===== src/sv/mhfs_pkg.sv =====
// Package for the MP3 header frame size parser.
// Holds the item and result structs, the parse phase type, codes and tables.
// No dependencies.
package mhfs_pkg;

  // Width of the saturating byte offset counter.
  localparam int OFFSET_BITS = 32;

  typedef logic [OFFSET_BITS-1:0] offset_t;

  localparam offset_t OFFSET_MAX = '1;

  localparam logic [7:0] ID3_CHAR_I = 8'h49;
  localparam logic [7:0] ID3_CHAR_D = 8'h44;
  localparam logic [7:0] ID3_CHAR_3 = 8'h33;

  localparam logic [28:0] TAG_HEADER_LEN = 29'd10;

  localparam logic [7:0] SYNC_FIRST_RESET  = 8'd255;
  localparam logic [7:0] SYNC_SECOND_RESET = 8'd251;

  // Result status codes.
  localparam logic [1:0] STATUS_FRAME    = 2'd0;
  localparam logic [1:0] STATUS_RESERVED = 2'd1;
  localparam logic [1:0] STATUS_NO_SYNC  = 2'd2;

  // Register indexes on the configuration port (word address bit 2).
  localparam logic REG_SYNC_FIRST  = 1'b0;
  localparam logic REG_SYNC_SECOND = 1'b1;

  typedef enum logic [2:0] {
    PH_CHECK,
    PH_HEAD,
    PH_SKIP,
    PH_SEARCH0,
    PH_SEARCH,
    PH_HEADER,
    PH_DONE
  } phase_t;

  typedef struct packed {
    logic [7:0] data_byte;
    logic       last_byte;
  } item_t;

  typedef struct packed {
    logic [1:0]  status;
    logic [28:0] tag_bytes;
    logic [31:0] sync_offset;
    logic [10:0] frame_bytes;
  } result_t;

  // floor(144 * bitrate / samplerate) for each bitrate index and sample rate.
  localparam logic [10:0] FRAME_44K1 [16] = '{
    11'd0,   11'd104, 11'd130, 11'd156, 11'd182, 11'd208, 11'd261, 11'd313,
    11'd365, 11'd417, 11'd522, 11'd626, 11'd731, 11'd835, 11'd1044, 11'd0
  };
  localparam logic [10:0] FRAME_48K [16] = '{
    11'd0,   11'd96,  11'd120, 11'd144, 11'd168, 11'd192, 11'd240, 11'd288,
    11'd336, 11'd384, 11'd480, 11'd576, 11'd672, 11'd768, 11'd960, 11'd0
  };
  localparam logic [10:0] FRAME_32K [16] = '{
    11'd0,   11'd144, 11'd180, 11'd216, 11'd252, 11'd288, 11'd360, 11'd432,
    11'd504, 11'd576, 11'd720, 11'd864, 11'd1008, 11'd1152, 11'd1440, 11'd0
  };

  function automatic logic [10:0] frame_len(input logic [3:0] bi, input logic [1:0] si);
    logic [10:0] len;
    case (si)
      2'd0:    len = FRAME_44K1[bi];
      2'd1:    len = FRAME_48K[bi];
      2'd2:    len = FRAME_32K[bi];
      default: len = 11'd0;
    endcase
    return len;
  endfunction

  // Expected tag identifier byte at file offsets zero to two.
  function automatic logic [7:0] id3_char(input logic [1:0] k);
    logic [7:0] c;
    case (k)
      2'd0:    c = ID3_CHAR_I;
      2'd1:    c = ID3_CHAR_D;
      default: c = ID3_CHAR_3;
    endcase
    return c;
  endfunction

  // Clamps an offset to the 32-bit range of the sync_offset field.
  function automatic logic [31:0] sat32(input offset_t v);
    logic [31:0] r;
    if ((v >> 32) != '0) begin
      r = '1;
    end else begin
      r = 32'(v);
    end
    return r;
  endfunction

endpackage


===== src/sv/mp3_header_frame_size_parser.sv =====
// Top level of the MP3 header frame size parser: ID3v2 tag skip, sync search
// and MPEG-1 Layer III frame length decode. Depends on mhfs_pkg.
//
//  channel   direction  handshake                         payload
//  item      in         item_valid / item_ready           item_t  (data_byte, last_byte)
//  result    out        result_valid / result_ready       result_t (status, tag_bytes,
//                                                                   sync_offset, frame_bytes)
//  config    in         psel, penable, pwrite, pready     paddr[2:0], pwdata, prdata
//
// An item is taken into the input register and parsed at the next edge on which
// the result register is free or being emptied; an item that completes a
// parse writes its result into the result register at that edge.
// A new item is accepted in every cycle while results are taken.
// Reset (rst, synchronous) empties both registers and returns the parser to
// the tag check at offset zero; the sync bytes return to 0xFF and 0xFB.
// A stalled result holds the parse stage; the input register still takes
// one more item behind it.
module mp3_header_frame_size_parser
  import mhfs_pkg::*;
(
  input  logic        clk,
  input  logic        rst,
  input  logic        item_valid,
  output logic        item_ready,
  input  item_t       item,
  output logic        result_valid,
  input  logic        result_ready,
  output result_t     result,
  input  logic        psel,
  input  logic        penable,
  input  logic        pwrite,
  input  logic [2:0]  paddr,
  input  logic [31:0] pwdata,
  output logic [31:0] prdata,
  output logic        pready
);

  // Configuration registers.
  logic [7:0] sync_first;
  logic [7:0] sync_second;

  // Input register.
  logic  s1_valid;
  item_t s1_item;

  // Parser state.
  phase_t      phase, phase_next;
  offset_t     byte_offset, byte_offset_next;
  logic [28:0] tag_size_accum, tag_size_accum_next;
  logic [27:0] skip_left, skip_left_next;
  logic [7:0]  previous_byte, previous_byte_next;
  logic [31:0] sync_position, sync_position_next;

  logic    fire;
  logic    out_free;
  logic    decode_now;
  logic    sync_hit;
  logic    emit;
  result_t result_next;

  logic [7:0]  b;
  logic        off_lt3;
  logic [28:0] accum_shift;
  logic [27:0] skip_dec;
  offset_t     hit_pos;

  // The configuration port never waits; reads return the byte in the low lane.
  assign pready = 1'b1;

  always_comb begin
    if (paddr[2] == REG_SYNC_SECOND) begin
      prdata = {24'd0, sync_second};
    end else begin
      prdata = {24'd0, sync_first};
    end
  end

  always_ff @(posedge clk) begin
    if (rst) begin
      sync_first  <= SYNC_FIRST_RESET;
      sync_second <= SYNC_SECOND_RESET;
    end else if (psel && penable && pwrite) begin
      if (paddr[2] == REG_SYNC_FIRST) begin
        sync_first <= pwdata[7:0];
      end else begin
        sync_second <= pwdata[7:0];
      end
    end
  end

  // The parse stage moves when the result register is free or being emptied.
  assign out_free   = !result_valid || result_ready;
  assign fire       = s1_valid && out_free;
  assign item_ready = !s1_valid || fire;

  always_ff @(posedge clk) begin
    if (rst) begin
      s1_valid <= 1'b0;
    end else if (item_ready) begin
      s1_valid <= item_valid;
    end
  end

  always_ff @(posedge clk) begin
    if (item_valid && item_ready) begin
      s1_item <= item;
    end
  end

  assign b        = s1_item.data_byte;
  assign off_lt3  = byte_offset < offset_t'(3);
  assign sync_hit = (previous_byte == sync_first) && (b == sync_second);

  // The first sync byte sits one before the current offset, except when the
  // offset counter is zero or has saturated, where the offset itself is reported.
  assign hit_pos = (byte_offset == OFFSET_MAX || byte_offset == '0) ?
                   byte_offset : byte_offset - offset_t'(1);

  // Synchsafe size: seven new bits a byte, kept to 28 bits.
  assign accum_shift = {1'b0, tag_size_accum[20:0], b[6:0]};
  assign skip_dec    = (skip_left != '0) ? skip_left - 28'd1 : skip_left;

  // Next parse phase.
  always_comb begin
    phase_next = phase;
    case (phase)
      PH_CHECK: begin
        if (off_lt3 && b == id3_char(byte_offset[1:0])) begin
          if (byte_offset[1:0] == 2'd2) begin
            phase_next = PH_HEAD;
          end
        end else if (byte_offset == offset_t'(2) && sync_first == ID3_CHAR_I &&
                     sync_second == ID3_CHAR_D) begin
          phase_next = PH_DONE;
        end else if (byte_offset == '0) begin
          phase_next = PH_SEARCH;
        end else if (sync_hit) begin
          phase_next = PH_HEADER;
        end
      end
      PH_HEAD: begin
        if (byte_offset >= offset_t'(9)) begin
          phase_next = (accum_shift[27:0] != '0) ? PH_SKIP : PH_SEARCH0;
        end
      end
      PH_SKIP: begin
        if (skip_dec == '0) begin
          phase_next = PH_SEARCH0;
        end
      end
      PH_SEARCH0: phase_next = PH_SEARCH;
      PH_SEARCH: begin
        if (sync_hit) begin
          phase_next = PH_HEADER;
        end
      end
      PH_HEADER: phase_next = PH_DONE;
      default:   phase_next = phase;
    endcase
    if (s1_item.last_byte) begin
      phase_next = PH_CHECK;
    end
  end

  // Datapath updates and the result for the item in the parse stage.
  always_comb begin
    logic [28:0] tag_now;
    logic        reserved;
    logic [28:0] tag_err;

    previous_byte_next  = previous_byte;
    tag_size_accum_next = tag_size_accum;
    skip_left_next      = skip_left;
    sync_position_next  = sync_position;
    decode_now          = 1'b0;
    tag_now             = tag_size_accum;

    case (phase)
      PH_CHECK: begin
        if (off_lt3 && b == id3_char(byte_offset[1:0])) begin
          if (byte_offset[1:0] == 2'd2) begin
            tag_size_accum_next = '0;
          end else begin
            previous_byte_next = b;
          end
        end else if (byte_offset == offset_t'(2) && sync_first == ID3_CHAR_I &&
                     sync_second == ID3_CHAR_D) begin
          decode_now = 1'b1;
        end else if (byte_offset == '0) begin
          previous_byte_next = b;
        end else if (sync_hit) begin
          sync_position_next = sat32(hit_pos);
        end else begin
          previous_byte_next = b;
        end
      end
      PH_HEAD: begin
        if (byte_offset >= offset_t'(6)) begin
          tag_now = accum_shift;
        end
        if (byte_offset >= offset_t'(9)) begin
          skip_left_next = tag_now[27:0];
          tag_now        = tag_now + TAG_HEADER_LEN;
        end
        tag_size_accum_next = tag_now;
      end
      PH_SKIP: skip_left_next = skip_dec;
      PH_SEARCH0: previous_byte_next = b;
      PH_SEARCH: begin
        if (sync_hit) begin
          sync_position_next = sat32(hit_pos);
        end else begin
          previous_byte_next = b;
        end
      end
      PH_HEADER: decode_now = 1'b1;
      default: ;
    endcase

    // Frame header byte: bitrate index, sample-rate index, padding bit.
    reserved = (b[7:4] inside {4'd0, 4'd15}) || (b[3:2] == 2'd3);
    if (reserved) begin
      result_next.status      = STATUS_RESERVED;
      result_next.frame_bytes = 11'd0;
    end else begin
      result_next.status      = STATUS_FRAME;
      result_next.frame_bytes = frame_len(b[7:4], b[3:2]) + {10'd0, b[1]};
    end
    result_next.tag_bytes   = tag_size_accum;
    result_next.sync_offset = sync_position;

    // End of file without a decoded header gives a no-sync result. The tag
    // length counts only once its header has been read completely.
    emit    = decode_now;
    tag_err = '0;
    if (s1_item.last_byte && phase != PH_DONE && !decode_now) begin
      emit = 1'b1;
      // phase_next is already forced to the tag check on the final byte, so
      // look at where the parse would have gone without it.
      if (phase == PH_CHECK || (phase == PH_HEAD && byte_offset < offset_t'(9))) begin
        tag_err = '0;
      end else begin
        tag_err = tag_size_accum_next;
      end
      result_next.status      = STATUS_NO_SYNC;
      result_next.tag_bytes   = tag_err;
      result_next.sync_offset = 32'd0;
      result_next.frame_bytes = 11'd0;
    end

    byte_offset_next = (byte_offset == OFFSET_MAX) ? byte_offset :
                       byte_offset + offset_t'(1);

    // The final byte of a file rearms the parser.
    if (s1_item.last_byte) begin
      byte_offset_next    = '0;
      tag_size_accum_next = '0;
      previous_byte_next  = '0;
      sync_position_next  = '0;
      skip_left_next      = '0;
    end
  end

  always_ff @(posedge clk) begin
    if (rst) begin
      phase          <= PH_CHECK;
      byte_offset    <= '0;
      tag_size_accum <= '0;
      skip_left      <= '0;
      previous_byte  <= '0;
      sync_position  <= '0;
    end else if (fire) begin
      phase          <= phase_next;
      byte_offset    <= byte_offset_next;
      tag_size_accum <= tag_size_accum_next;
      skip_left      <= skip_left_next;
      previous_byte  <= previous_byte_next;
      sync_position  <= sync_position_next;
    end
  end

  // Result register.
  always_ff @(posedge clk) begin
    if (rst) begin
      result_valid <= 1'b0;
    end else if (fire && emit) begin
      result_valid <= 1'b1;
    end else if (result_ready) begin
      result_valid <= 1'b0;
    end
  end

  always_ff @(posedge clk) begin
    if (fire && emit) begin
      result <= result_next;
    end
  end

endmodule


===== config.mk =====
export PLATFORM = sky130hd
export DESIGN_NAME = mp3_header_frame_size_parser
export DESIGN_NICKNAME = d
export VERILOG_FILES = /design/src/sv/mhfs_pkg.sv /design/src/sv/mp3_header_frame_size_parser.sv
export SDC_FILE = /design/constraint.sdc
export NUM_CORES = 1
export LEC_CHECK = 0
export ABC_AREA = 1
export BUFFER_PORTS_ARGS = -buffer_cell sky130_fd_sc_hd__buf_4
export CORE_ASPECT_RATIO = 0.8
export CORE_MARGIN = 5
export CORE_UTILIZATION = 59
export CTS_CLUSTER_DIAMETER = 120
export CTS_CLUSTER_SIZE = 14
export DETAILED_ROUTE_END_ITERATION = 16
export PLACE_DENSITY = 0.8
export SETUP_SLACK_MARGIN = 0.2
export SYNTH_ARGS = -nofsm -noshare
export SYNTH_HDL_FRONTEND = slang
export SYNTH_SLANG_ARGS = --single-unit
export TNS_END_PERCENT = 20

===== constraint.sdc =====
create_clock -name clk -period 5 [get_ports clk]
set_input_delay 0.5 -clock clk [delete_from_list [all_inputs] [get_ports clk]]
set_output_delay 0.5 -clock clk [all_outputs]
set_load 0.01 [all_outputs]

==> PnR_summary.wiki <==
{| class="wikitable"
! Metric !! Value
|-
| Kind of launch point of the worst setup path || register
|-
| Die area || 28800 um^2
|-
| Die span in y || 153 um
|-
| Clock Tree Buf Depth || 3
|-
| Synth top area cells || dfxtp_1 (20%), edfxtp_1 (17%), nand2_1 (14%), nor2_1 (5.7%), a21oi_1 (5.6%)
|-
| Proportion of netlist area held by the largest area contributor || 19.9%
|-
| Final hold violation count || 0
|-
| Worst reg-to-reg setup slack || 1.29 ns
|-
| Worst-case headroom to the max-slew limit || approximately 22%
|-
| Post-DRT Antenna Nets || 0
|-
| Critical Path Fanout Max || 42
|-
| Number of storage elements in the synthesis netlist || 233
|-
| Power consumption || 4.26 mW
|-
| Global route overflow || 0
|-
| Worst hold slack || 0.155 ns
|-
| Count of flip-flops with a built-in enable after synthesis || 83
|-
| Largest area contributor in the netlist || dfxtp_1
|-
| Sequential cell area fraction in the yosys report || a little over a third
|-
| Synth-to-layout area growth || 9.27%
|-
| DRT iter0 DRCs || 1981
|-
| Initial cell density of the core || 59.7%
|-
| Maximum single-stage delay on the critical path || 0.48 ns
|-
| Cell with the most instances after synthesis || nand2_1
|-
| Number of violations of the max-capacitance limit || 0
|-
| Avg Inst Size Synth || 6.89 um^2
|-
| Standard-cell rows || 52
|-
| Total Routed Length || 45.8 mm
|-
| Detailed Routing Iterations Pass 1 || 6
|-
| Clock tree from TritonCTS || yes
|-
| Post-synthesis async set-or-reset flop share || 0%
|-
| Antenna violations before repair || 1
|-
| Final period utilization || approximately three quarters
|-
| Outcome || completed
|-
| Flip-flop cell with the highest count after synthesis || dfxtp_1
|-
| Final Max Slew Viols || 0
|-
| Worst-case reg-to-reg path depth || 19
|-
| Yosys cell types || 64
|-
| Via count of the first global-routing pass || 13600
|-
| RePlAce Congestion || 0.953
|-
| Maximum number of pins on one net before global-route repair || a little under 100
|-
| Count of cells resized by post-cts repair || 0
|-
| Worst R2R End || result[70]
|-
| Inserted Diodes || 0
|-
| Path length in cells of the critical path || 19
|-
| Worst-case vdd ir drop || 0.000293 V
|-
| Clock net sink count || about 230
|-
| Unrepaired setup endpoints after global routing || false
|-
| I/O Pins || 160
|-
| Overall fraction of global-route tracks in use || 30.3%
|-
| Post-route minimum period || 3.71 ns
|-
| CP dominant cell by count || nand2_1
|-
| Standard cell core area || ~25000 um^2
|-
| Post-Route Setup TNS || 0 ns
|-
| Cell-by-cell trace of the critical path || inv_1, ha_1, nand2_1, nand2_1, nor2_1, nand2_4, nor2_8, buf_4, nand2_1, o21ai_2, nand3_2, nor2_4, nand2_2, nor2_4, nand3_1, nand3_1, nand3_1, nand2_1, o21ai_0
|-
| Clock-pin slew on the worst setup and hold paths || 0.08 ns
|-
| NumNets Final || 2309
|-
| Count of input and output buffers || 108
|-
| Total via count after detailed routing || 15200
|-
| Setup violators final || 0
|-
| Fin Clk Skew || 0.0181 ns
|-
| Kind of capture point of the worst setup path || register
|-
| H-tree Lvls || 1
|-
| Power density over the cells || 259 nW/um^2
|-
| DP HPWL || about 33 mm
|-
| Clock insertion delay at the later pin of the skew report || 0.52 ns
|-
| FF-to-FF Start || byte_offset[0]
|-
| Buffer type at the clock tree root || clkbuf_16
|-
| Class of the tightest hold or removal check || primary input to register
|-
| Warnings from Yosys || 0
|-
| Total of hold buffers inserted after clock tree synthesis || 0
|-
| Critical path class || register to register
|-
| Die Span X || 189 um
|-
| DRC || 0
|-
| Worst setup path end || result[70]
|-
| Static Leak || 7.14 nW
|-
| Startpoint of the worst setup timing path || byte_offset[0]
|-
| Per-cell routed wire length || 17.7 um
|-
| Synthesized netlist cell count || 2186
|-
| Critical path's slowest cell || nor2_8
|-
| Data required time of the worst path || roughly 5.2 ns
|-
| Wire length of the first global-routing pass || slightly above 70 mm
|-
| Dominant delay contributor by cell family on the critical path || simple AND/OR/NAND/NOR gates
|-
| Commonest cells in the synthesized netlist || nand2_1 (576), nor2_1 (228), inv_1 (209)
|-
| Share of post-route cells with drive strength above 1 || 11.1%
|-
| Number of buffers added for setup after CTS || 0
|-
| Summed instance area of the synthesized netlist || 15100 um^2
|-
| CP Buf/Inv Count || 2
|-
| Routed vias/inst || 5.89
|-
| Number of buffers created by CTS || 20
|-
| Achievable Freq || 270 MHz
|-
| Actual slew at the worst max-slew pin || 1.17 ns
|-
| Data arrival time of the critical path || between 3 and 4 ns
|}
kinds of logic (layout without fill, tap and decap cells):
group,Yosys count,count (layout),synth area share [%]
compound gates,408,408,15.6
flops,233,233,36.5
xor+xnor,55,55,3.20
fa+ha+maj,17,17,1.41
buf+inv,342,388,9.96
other cells,2,25,0.0499
simple gates,1129,1129,33.3
power breakdown:
group	switching, mW	internal (mW)	leakage, nW	total, mW
clock network	0.720	0.786	0.280	1.51
registers	0.0397	2.00	1.99	2.04
logic	0.494	0.221	4.87	0.715
stage by stage:
stage | instances | util (%) | area (um^2) | worst slack [ns]
6_report | 2579 | 65.2 | 16500 | 1.29
5_1_grt | 2579 | 65.2 | 16500 | 0.956
4_1_cts | 2579 | 65.2 | 16500 | 1.38
3_5_place_dp | 2543 | 62.9 | 15900 | 1.43
3_3_place_gp | 2543 | 62.9 | 15900 | 1.47
2_1_floorplan | 2209 | - | 15100 | 1.41
worst reg2reg max path, stage by stage (launching register included):
cell and delay, ns:
dfxtp_1 0.43, inv_1 0.16, ha_1 0.32, nand2_1 0.10, nand2_1 0.06, nor2_1 0.19
nand2_4 0.10, nor2_8 0.48, buf_4 0.30, nand2_1 0.08, o21ai_2 0.15, nand3_2 0.17
nor2_4 0.16, nand2_2 0.08, nor2_4 0.17, nand3_1 0.10, nand3_1 0.12, nand3_1 0.10
nand2_1 0.08, o21ai_0 0.10
placed cells by master (no fill, tap or decap), types with 3 or more instances in the layout:
| master | n |
|---|---|
| nand2_1 | 576 |
| nor2_1 | 226 |
| inv_1 | 208 |
| a21oi_1 | 168 |
| nand3_1 | 156 |
| dfxtp_1 | 150 |
| buf_4 | 130 |
| o21ai_0 | 125 |
| edfxtp_1 | 83 |
| nand4_1 | 44 |
| xor2_1 | 32 |
| nor3_1 | 29 |
| o211ai_1 | 26 |
| conb_1 | 25 |
| xnor2_1 | 23 |
| nand2_2 | 21 |
| clkbuf_16 | 21 |
| ha_1 | 17 |
| o21ai_1 | 16 |
| nor2_2 | 15 |
| clkbuf_1 | 14 |
| nor4_1 | 13 |
| o21ai_2 | 13 |
| a31oi_1 | 12 |
| inv_2 | 11 |
| nor2_4 | 11 |
| a32oi_1 | 11 |
| nand3b_1 | 10 |
| nand2_4 | 6 |
| o22ai_1 | 6 |
| or2_2 | 5 |
| o21a_1 | 5 |
| o31ai_1 | 3 |
| nor2_8 | 3 |
| nand3_4 | 3 |
| o221ai_1 | 3 |
| a211oi_1 | 3 |
layer usage:
metal / share of wire (%) / up-vias / GRT usage (%)
li1: - / 7295 / -
met1: 45 / 6953 / 46.8
met2: 42 / 849 / 44.4
met3: 12 / 89 / 6.27
met4: 1.7 / 2 / 5.20
met5: 0.028 / - / 0
final cells by class:
type,instances,area [um^2]
clock buffer,35,578
clock inverter,1,6.26
fill,2262,8790
inverter,222,835
multi-input combinational,1634,8160
sequential,233,5500
tap,324,405
timing repair buffer,130,976
state kept, by name, summed over array words and instances (netlist names):
signal and count:
b 8, byte_offset 32, phase 3, previous_byte 8
result 74, result_valid 1, s1_item 1, s1_valid 1
skip_left 28, sync_first 8, sync_position 32, sync_second 8
tag_size_accum 29
worst min-delay path by stage:
stage / slack [ns] / cells after the start / startpoint / to
floorplan: 0.44 / 2 / sync_position[0] / sync_position[0]
global placement: 0.45 / 2 / tag_size_accum[0] / tag_size_accum[0]
detailed placement: 0.46 / 2 / sync_position[28] / sync_position[28]
CTS: 0.15 / 1 / item[5] / b[4]
global route: 0.14 / 1 / item[5] / b[4]
finish: 0.16 / 1 / item[5] / b[4]
Note: power is estimated with default switching activity, not from simulation.
